### config.mk
export PLATFORM = sky130hd
export DESIGN_NAME = crosspoint_shadow_restore_unit
export DESIGN_NICKNAME = d
export VERILOG_FILES = /design/src/hw/rtl/crs_pkg.sv /design/src/hw/rtl/crs_ctrl.sv /design/src/hw/rtl/crs_datapath.sv /design/src/hw/rtl/crosspoint_shadow_restore_unit.sv
export SDC_FILE = /design/constraint.sdc
export NUM_CORES = 1
export LEC_CHECK = 0
export ABC_CLOCK_PERIOD_IN_PS = 11800
export BUFFER_PORTS_ARGS = -buffer_cell sky130_fd_sc_hd__buf_2
export CAP_MARGIN = 20
export CELL_PAD_IN_SITES_DETAIL_PLACEMENT = 0
export CELL_PAD_IN_SITES_GLOBAL_PLACEMENT = 1
export CORE_ASPECT_RATIO = 0.5
export CORE_MARGIN = 2
export CORE_UTILIZATION = 52
export DETAILED_ROUTE_END_ITERATION = 10
export PLACE_DENSITY = 0.84
export SETUP_SLACK_MARGIN = 0.02
export SYNTH_ARGS = -nofsm -noshare
export SYNTH_HDL_FRONTEND = slang
export SYNTH_SLANG_ARGS = --single-unit
### constraint.sdc
create_clock -name clk -period 11.8 [get_ports clk]
set_clock_uncertainty 0.15 [all_clocks]
set_input_delay 1.77 -clock clk [delete_from_list [all_inputs] [get_ports clk]]
set_output_delay 1.77 -clock clk [all_outputs]
set_load 0.1 [all_outputs]
### src/hw/rtl/crs_pkg.sv
package crs_pkg;

  localparam int ROWS = 16;
  localparam int COLS = 8;
  localparam int ROW_W = 4;
  localparam int COL_W = 3;
  localparam int MASK_W = 8;

  localparam logic [MASK_W-1:0] COL_MASK = MASK_W'((9'd1 << COLS) - 9'd1);

  localparam logic [1:0] REQ_SWITCH  = 2'd0;
  localparam logic [1:0] REQ_RESET   = 2'd1;
  localparam logic [1:0] REQ_SAVE    = 2'd2;
  localparam logic [1:0] REQ_RESTORE = 2'd3;

  typedef struct packed {
    logic load_switch;
    logic clear_map;
    logic save_map;
    logic scan_start;
    logic scan_step;
  } cmd_t;

  typedef struct packed {
    logic out_free;
    logic scan_hit;
    logic scan_last_row;
  } status_t;

endpackage

### src/hw/rtl/crs_ctrl.sv
module crs_ctrl (
  input  logic             clk,
  input  logic             rst,
  input  logic             in_valid,
  output logic             in_stall,
  input  logic [1:0]       req_type,
  input  crs_pkg::status_t status,
  output crs_pkg::cmd_t    cmd
);

  localparam logic ST_IDLE = 1'b0;
  localparam logic ST_SCAN = 1'b1;

  logic state;
  logic state_next;
  logic accept;

  assign in_stall = !((state == ST_IDLE) && status.out_free);
  assign accept   = in_valid && !in_stall;

  always_comb begin
    cmd        = '0;
    state_next = state;
    unique case (state)
      ST_IDLE: begin
        if (accept) begin
          unique case (req_type)
            crs_pkg::REQ_SWITCH:  cmd.load_switch = 1'b1;
            crs_pkg::REQ_RESET:   cmd.clear_map = 1'b1;
            crs_pkg::REQ_SAVE:    cmd.save_map = 1'b1;
            crs_pkg::REQ_RESTORE: begin
              cmd.scan_start = 1'b1;
              state_next = ST_SCAN;
            end
            default: ;
          endcase
        end
      end
      ST_SCAN: begin
        // hold on a differing row until the output register frees up
        if (!status.scan_hit || status.out_free) begin
          cmd.scan_step = 1'b1;
          if (status.scan_last_row) begin
            state_next = ST_IDLE;
          end
        end
      end
      default: state_next = ST_IDLE;
    endcase
  end

  always_ff @(posedge clk) begin
    if (rst) begin
      state <= ST_IDLE;
    end else begin
      state <= state_next;
    end
  end

  a_restore_enters_scan: assert property (@(posedge clk) disable iff (rst)
    accept && (req_type == crs_pkg::REQ_RESTORE) |=> state == ST_SCAN)
    else $error("restore did not start a scan");

  a_no_step_into_busy_output: assert property (@(posedge clk) disable iff (rst)
    cmd.scan_step && status.scan_hit |-> status.out_free)
    else $error("scan emitted into a full output register");

endmodule

### src/hw/rtl/crs_datapath.sv
module crs_datapath (
  input  logic                        clk,
  input  logic                        rst,
  input  crs_pkg::cmd_t               cmd,
  output crs_pkg::status_t            status,
  input  logic [crs_pkg::ROW_W-1:0]   sel_row,
  input  logic [crs_pkg::COL_W-1:0]   sel_column,
  input  logic                        turn_on,
  output logic                        out_valid,
  input  logic                        out_stall,
  output logic                        chip_reset,
  output logic [crs_pkg::ROW_W-1:0]   cmd_row,
  output logic [crs_pkg::MASK_W-1:0]  on_mask,
  output logic [crs_pkg::MASK_W-1:0]  off_mask,
  output logic                        last
);

  logic [crs_pkg::MASK_W-1:0] live_map  [crs_pkg::ROWS];
  logic [crs_pkg::MASK_W-1:0] saved_map [crs_pkg::ROWS];
  logic [crs_pkg::MASK_W-1:0] row_diff  [crs_pkg::ROWS];
  logic [crs_pkg::ROWS-1:0]   hit_vec;
  logic [crs_pkg::ROW_W-1:0]  idx;
  logic                       later_hit;
  logic                       sel_inside;
  logic [crs_pkg::MASK_W-1:0] sel_bit;
  logic [crs_pkg::MASK_W-1:0] cur_diff;
  logic [crs_pkg::MASK_W-1:0] cur_saved;
  logic                       emit_scan;
  logic                       load;

  always_comb begin
    later_hit = 1'b0;
    for (int r = 0; r < crs_pkg::ROWS; r++) begin
      row_diff[r] = (saved_map[r] ^ live_map[r]) & crs_pkg::COL_MASK;
      hit_vec[r]  = |row_diff[r];
      if (hit_vec[r] && ({1'b0, idx} < 5'(r))) begin
        later_hit = 1'b1;
      end
    end
  end

  assign cur_diff   = row_diff[idx];
  assign cur_saved  = saved_map[idx];
  assign sel_inside = ({1'b0, sel_row} < 5'(crs_pkg::ROWS)) &&
                      ({1'b0, sel_column} < 4'(crs_pkg::COLS));
  assign sel_bit    = crs_pkg::MASK_W'(1) << sel_column;
  assign emit_scan  = cmd.scan_step && hit_vec[idx];
  assign load       = cmd.load_switch || cmd.clear_map || emit_scan;

  assign status.out_free      = !out_valid || !out_stall;
  assign status.scan_hit      = hit_vec[idx];
  assign status.scan_last_row = (idx == crs_pkg::ROW_W'(crs_pkg::ROWS - 1));

  always_ff @(posedge clk) begin
    if (rst) begin
      idx <= '0;
    end else if (cmd.scan_start) begin
      idx <= '0;
    end else if (cmd.scan_step && !status.scan_last_row) begin
      idx <= idx + 1'b1;
    end
  end

  always_ff @(posedge clk) begin
    if (rst) begin
      for (int r = 0; r < crs_pkg::ROWS; r++) begin
        live_map[r]  <= '0;
        saved_map[r] <= '0;
      end
    end else begin
      if (cmd.clear_map) begin
        for (int r = 0; r < crs_pkg::ROWS; r++) begin
          live_map[r] <= '0;
        end
      end else if (cmd.load_switch && sel_inside) begin
        if (turn_on) begin
          live_map[sel_row] <= live_map[sel_row] | sel_bit;
        end else begin
          live_map[sel_row] <= live_map[sel_row] & ~sel_bit;
        end
      end else if (emit_scan) begin
        live_map[idx] <= live_map[idx] ^ cur_diff;
      end
      if (cmd.save_map) begin
        for (int r = 0; r < crs_pkg::ROWS; r++) begin
          saved_map[r] <= live_map[r];
        end
      end
    end
  end

  always_ff @(posedge clk) begin
    if (rst) begin
      out_valid <= 1'b0;
    end else if (load) begin
      out_valid <= 1'b1;
    end else if (!out_stall) begin
      out_valid <= 1'b0;
    end
  end

  always_ff @(posedge clk) begin
    if (load) begin
      priority if (cmd.clear_map) begin
        chip_reset <= 1'b1;
        cmd_row    <= '0;
        on_mask    <= '0;
        off_mask   <= '0;
        last       <= 1'b1;
      end else if (cmd.load_switch) begin
        chip_reset <= 1'b0;
        cmd_row    <= sel_row;
        on_mask    <= turn_on ? sel_bit : '0;
        off_mask   <= turn_on ? '0 : sel_bit;
        last       <= 1'b1;
      end else begin
        chip_reset <= 1'b0;
        cmd_row    <= idx;
        on_mask    <= cur_saved & cur_diff;
        off_mask   <= ~cur_saved & cur_diff;
        last       <= !later_hit;
      end
    end
  end

  a_reset_cmd_clean: assert property (@(posedge clk) disable iff (rst)
    out_valid && chip_reset |-> on_mask == '0 && off_mask == '0 && last)
    else $error("chip reset command carries masks");

  a_masks_disjoint: assert property (@(posedge clk) disable iff (rst)
    out_valid |-> (on_mask & off_mask) == '0)
    else $error("on and off masks overlap");

endmodule

### src/hw/rtl/crosspoint_shadow_restore_unit.sv
// Shadow controller for a 16 x 8 crosspoint switch.
// Input channel (in_valid / in_stall) carries one request: req_type with
// sel_row, sel_column and turn_on for a switch request. Output channel
// (out_valid / out_stall) carries one command per beat: chip_reset, cmd_row,
// on_mask, off_mask and last, which marks the final command of a request.
// Switch and chip-reset requests give one command, registered in the cycle
// after acceptance. A save request gives no command. A restore request
// walks the rows in ascending order, one row per cycle except while a
// differing row waits on a stalled output; each differing row gives one
// command. The next request can be taken once the row walk in the datapath
// ends. in_stall stays high while a restore runs and while the output
// register holds a command that is being stalled. A stalled command holds
// its value until taken.
// Reset clears the live map and the snapshot and drops out_valid.
module crosspoint_shadow_restore_unit (
  input  logic                        clk,
  input  logic                        rst,
  input  logic                        in_valid,
  output logic                        in_stall,
  input  logic [1:0]                  req_type,
  input  logic [crs_pkg::ROW_W-1:0]   sel_row,
  input  logic [crs_pkg::COL_W-1:0]   sel_column,
  input  logic                        turn_on,
  output logic                        out_valid,
  input  logic                        out_stall,
  output logic                        chip_reset,
  output logic [crs_pkg::ROW_W-1:0]   cmd_row,
  output logic [crs_pkg::MASK_W-1:0]  on_mask,
  output logic [crs_pkg::MASK_W-1:0]  off_mask,
  output logic                        last
);

  crs_pkg::cmd_t    cmd;
  crs_pkg::status_t status;

  crs_ctrl u_ctrl (
    .clk      (clk),
    .rst      (rst),
    .in_valid (in_valid),
    .in_stall (in_stall),
    .req_type (req_type),
    .status   (status),
    .cmd      (cmd)
  );

  crs_datapath u_datapath (
    .clk        (clk),
    .rst        (rst),
    .cmd        (cmd),
    .status     (status),
    .sel_row    (sel_row),
    .sel_column (sel_column),
    .turn_on    (turn_on),
    .out_valid  (out_valid),
    .out_stall  (out_stall),
    .chip_reset (chip_reset),
    .cmd_row    (cmd_row),
    .on_mask    (on_mask),
    .off_mask   (off_mask),
    .last       (last)
  );

endmodule

==> summary.md <==
| Metric | Value |
|---|---|
| Status | finished clean |
| Synth cell types | 61 |
| First-pass GRT wire length | 96.7 mm |
| Pin count of the biggest net entering global routing | 81 |
| DRC viols | 0 |
| Initial Util | 0.533 |
| Critical path buffer and inverter count | 6 |
| Post-CTS setup buffers | 0 |
| TritonCTS Buffers | 27 |
| Crit. Startpoint | u_datapath.idx[0] |
| GR peak layer | met1 |
| Drt wl/cell | 35.2 µm |
| Pleak | 6.46 nW |
| Seq pwr share | 0.489 |
| CORE AREA | 33300 µm² |
| Synthesized area | 17800 µm² |
| Commonest non-fill, non-tap cells in the layout | edfxtp_1 (278), nor2_1 (190), nand2_1 (122), mux4_2 (122), xor2_1 (91) |
| Final Wtd Congestion | 1.03 |
| Switching share of total power | 0.310 |
| Syn_area_per_cell | 11.5 µm² |
| Filler Cell Count | 2729 |
| RSZ-0062 raised after global routing | no |
| CP Capture Type | register |
| Rel. slew slack | 0.183 |
| Largest stage delay on the critical path | 940 ps |
| Number of synthesized flops with an enable pin | 278 |
| Area growth from synthesis to layout | 8.25% |
| ANT nets after route | 0 |
| Setup violators final | 0 |
| Non-Filler Instances | 1993 |
| Crit path max-delay family | buffers and inverters |
| Critical Path Stages | 12 |
| Finished Core Util | 0.577 |
| NumNets Final | 1544 |
| Crit Path Class | reg -> reg |
| Grt total ovfl | 0 |
| Post-Route WL | 70.2 mm |
| IO Port Bufs | 37 |
| GRT Overall Usage | 0.394 |
| Worst hold slack | 396 ps |
| R2R setup slack | 5620 ps |
| Main synth FF type | edfxtp_1 |
| Placed Cells | 1933 |
| Commonest non-fill, non-tap cell in the layout | edfxtp_1 |
| Comb pwr share | 0.167 |
| Final Cycle Share | 0.524 |
| Cell with the most instances on the worst path | buf_4 |
| Longest Clk Path Bufs | 3 |
| Switching pwr | 810 µW |
| Max-slew violations | 0 |
| Worst EP arrival | 6230 ps |
| Clock share of power | 0.345 |
| Reg2reg start | u_datapath.idx[0] |
| CP Launch Type | register |
| Layout cells sized above 1 | 0.167 |
| #FFs+latches synth | 288 |
| IO Count | 38 |
| Die Y | 135 µm |
| Crit path cell chain | buf_4 -> inv_1 -> buf_4 -> nand3_1 -> a21boi_0 -> nor4_2 -> buf_4 -> and2_2 -> buf_4 -> a32oi_4 -> buf_4 -> o21ai_0 |
| Min cycle time layout | 6180 ps |
| PostCTS Resize Cnt | 0 |
| DR iter-0 viols | 2907 |
| CP max stage cell | o21ai_0 |
| Die X | 265 µm |
| Std-Cell Rows | 47 |
| Reg-to-reg endpoint | u_datapath.live_map[5][3] |
| Vias in the first global route | 12715 |
| Critical Path RT | 11850 ps |
| VDD IR max | 0.000101 V |
| Full die area | 35800 µm² |
| Initial antenna violation count | 2 |
| FF-to-FF path depth | 12 |
| Asr flop ratio synth | 0 |
| Clk pin slew, worst setup/hold paths | 70 ps |
| Yosys warns | 0 |
| Post-CTS Hold Fix Bufs | 0 |
| M2 GR Usage | 0.485 |
| Hold crit path type | reg -> reg |
| CTS tree | done |
| Met1 Use GR | 0.588 |
| # clock sinks | 288 |
| MaxCap Viol Count | 0 |
| Final Hold Fails | 0 |
| Vias per Instance | 7.18 |
| Worst Tran Pin Value | 1220 ps |
| Post-Syn Nets | 1564 |
| Seq/Total Area, Yosys | 0.481 |
| M3 GR Usage | 0.233 |
| P per Cell Area | 136 nW/µm² |
| TNS Setup | 0 ps |
| Gate Count Post-Synth | 1548 |
| Final Power | 2.61 mW |
| Number of H-tree levels | 1 |
| Crit path to | u_datapath.live_map[5][3] |
| Worst-Skew Late Latency | 590 ps |
| Buffer type at the clock tree root | clkbuf_16 |
| Crit path max fanout | 74 |
| FMAX | 162 MHz |
| P_int | 1.80 mW |
| Detailed placer's ending HPWL | 53.9 mm |
| First-pass DRT Iterations | 8 |
| Vias | 14302 |
## flip-flops by register name, indices dropped and copies added (netlist names), named ones only
| name | cells |
|---|---|
| u_datapath.live_map | 128 |
| u_datapath.off_mask | 8 |
| u_datapath.last | 1 |
| u_datapath.chip_reset | 1 |
| u_datapath.on_mask | 8 |
| u_datapath.cmd_row | 4 |
| u_datapath.idx | 4 |
| u_ctrl.state | 1 |
| u_datapath.out_valid | 1 |
| u_datapath.saved_map | 128 |
## power by group through the flow
stage	combinational, mW	clock [mW]	sequential [mW]
finish	0.435	0.899	1.27
global route	0.448	0.935	1.27
CTS	0.418	0.896	1.26
detailed placement	0.417	0	1.29
global placement	0.415	0	1.28
floorplan	0.240	0	1.29
## logic make-up (layout without fill, tap and decap cells)
group | after synthesis | count (layout) | share of synthesized area
fa+ha+maj | 2 | 2 | 0.00141
simple gates | 591 | 591 | 0.165
mux | 146 | 146 | 0.169
compound gates | 252 | 252 | 0.0869
other cells | 0 | 3 | 0
buf+inv | 132 | 133 | 0.0295
xor+xnor | 137 | 137 | 0.0675
flops | 288 | 288 | 0.481
## metrics by stage
stage | setup WS [ps] | cell area, µm²
after floorplan | 2930 | 17800
after global placement | 5480 | 18300
after detailed placement | 5360 | 18300
after CTS | 5810 | 19200
after global routing | 5350 | 19200
final | 5620 | 19200
## worst min-delay path: stages, from the launching register on
cell and delay, ps:
dfxtp_1 350, nand2_1 80, a31oi_1 70
## per-layer routing
layer	up-vias	share of wire
met2	1289	0.37
met3	120	0.21
met4	0	0.021
met5	-	0
li1	5786	-
met1	7107	0.40
## cells in the mapped netlist, types with 3 or more instances
cell / n / area [µm²]
nor3_1: 17 / 85.1
nand2b_1: 6 / 37.5
nand3b_1: 9 / 67.6
nand4b_1: 4 / 35.0
nor2b_1: 52 / 325
nor2_1: 190 / 713
buf_1: 18 / 67.6
a21oi_1: 81 / 405
and4_1: 4 / 35.0
nor4_1: 21 / 131
inv_1: 10 / 37.5
nand4_1: 17 / 106
o21ai_1: 6 / 30.0
buf_2: 23 / 115
o211ai_1: 6 / 45.0
o21ai_0: 34 / 170
or4_1: 6 / 45.0
and2_1: 87 / 544
a221oi_1: 3 / 26.3
nand2_1: 122 / 458
o41ai_1: 4 / 35.0
o31ai_1: 5 / 37.5
xor2_1: 91 / 797
and3_1: 3 / 18.8
mux4_2: 122 / 2750
a31oi_1: 67 / 419
mux2_2: 8 / 90.1
a211oi_1: 15 / 113
mux2i_1: 16 / 160
nor3b_1: 7 / 52.6
xnor2_1: 46 / 403
nand3_1: 35 / 175
edfxtp_1: 278 / 8350
clkbuf_1: 80 / 300
a22oi_1: 8 / 60.1
dfxtp_1: 10 / 200
## cell type report
cell class / count / area (µm²) / area share
multi-input combinational: 1128 / 8760 / 0.455
tap: 441 / 552 / 0.0287
sequential: 288 / 8560 / 0.445
inverter: 11 / 41.3 / 0.00215
antenna: 3 / 7.51 / 0.000390
clock buffer: 36 / 729 / 0.0379
clock inverter: 14 / 141 / 0.00735
timing repair buffer: 72 / 450 / 0.0234
## how the worst min path moves through the flow
stage,end,cells past startpoint,startpoint
global route,u_ctrl.state,2,u_ctrl.state
CTS,u_datapath.out_valid,2,u_datapath.out_valid
floorplan,u_ctrl.state,2,u_ctrl.state
finish,u_datapath.out_valid,2,u_datapath.out_valid
global placement,u_datapath.out_valid,2,u_datapath.out_valid
detailed placement,u_datapath.out_valid,2,u_datapath.out_valid
Note: power is estimated with default switching activity, not from simulation.
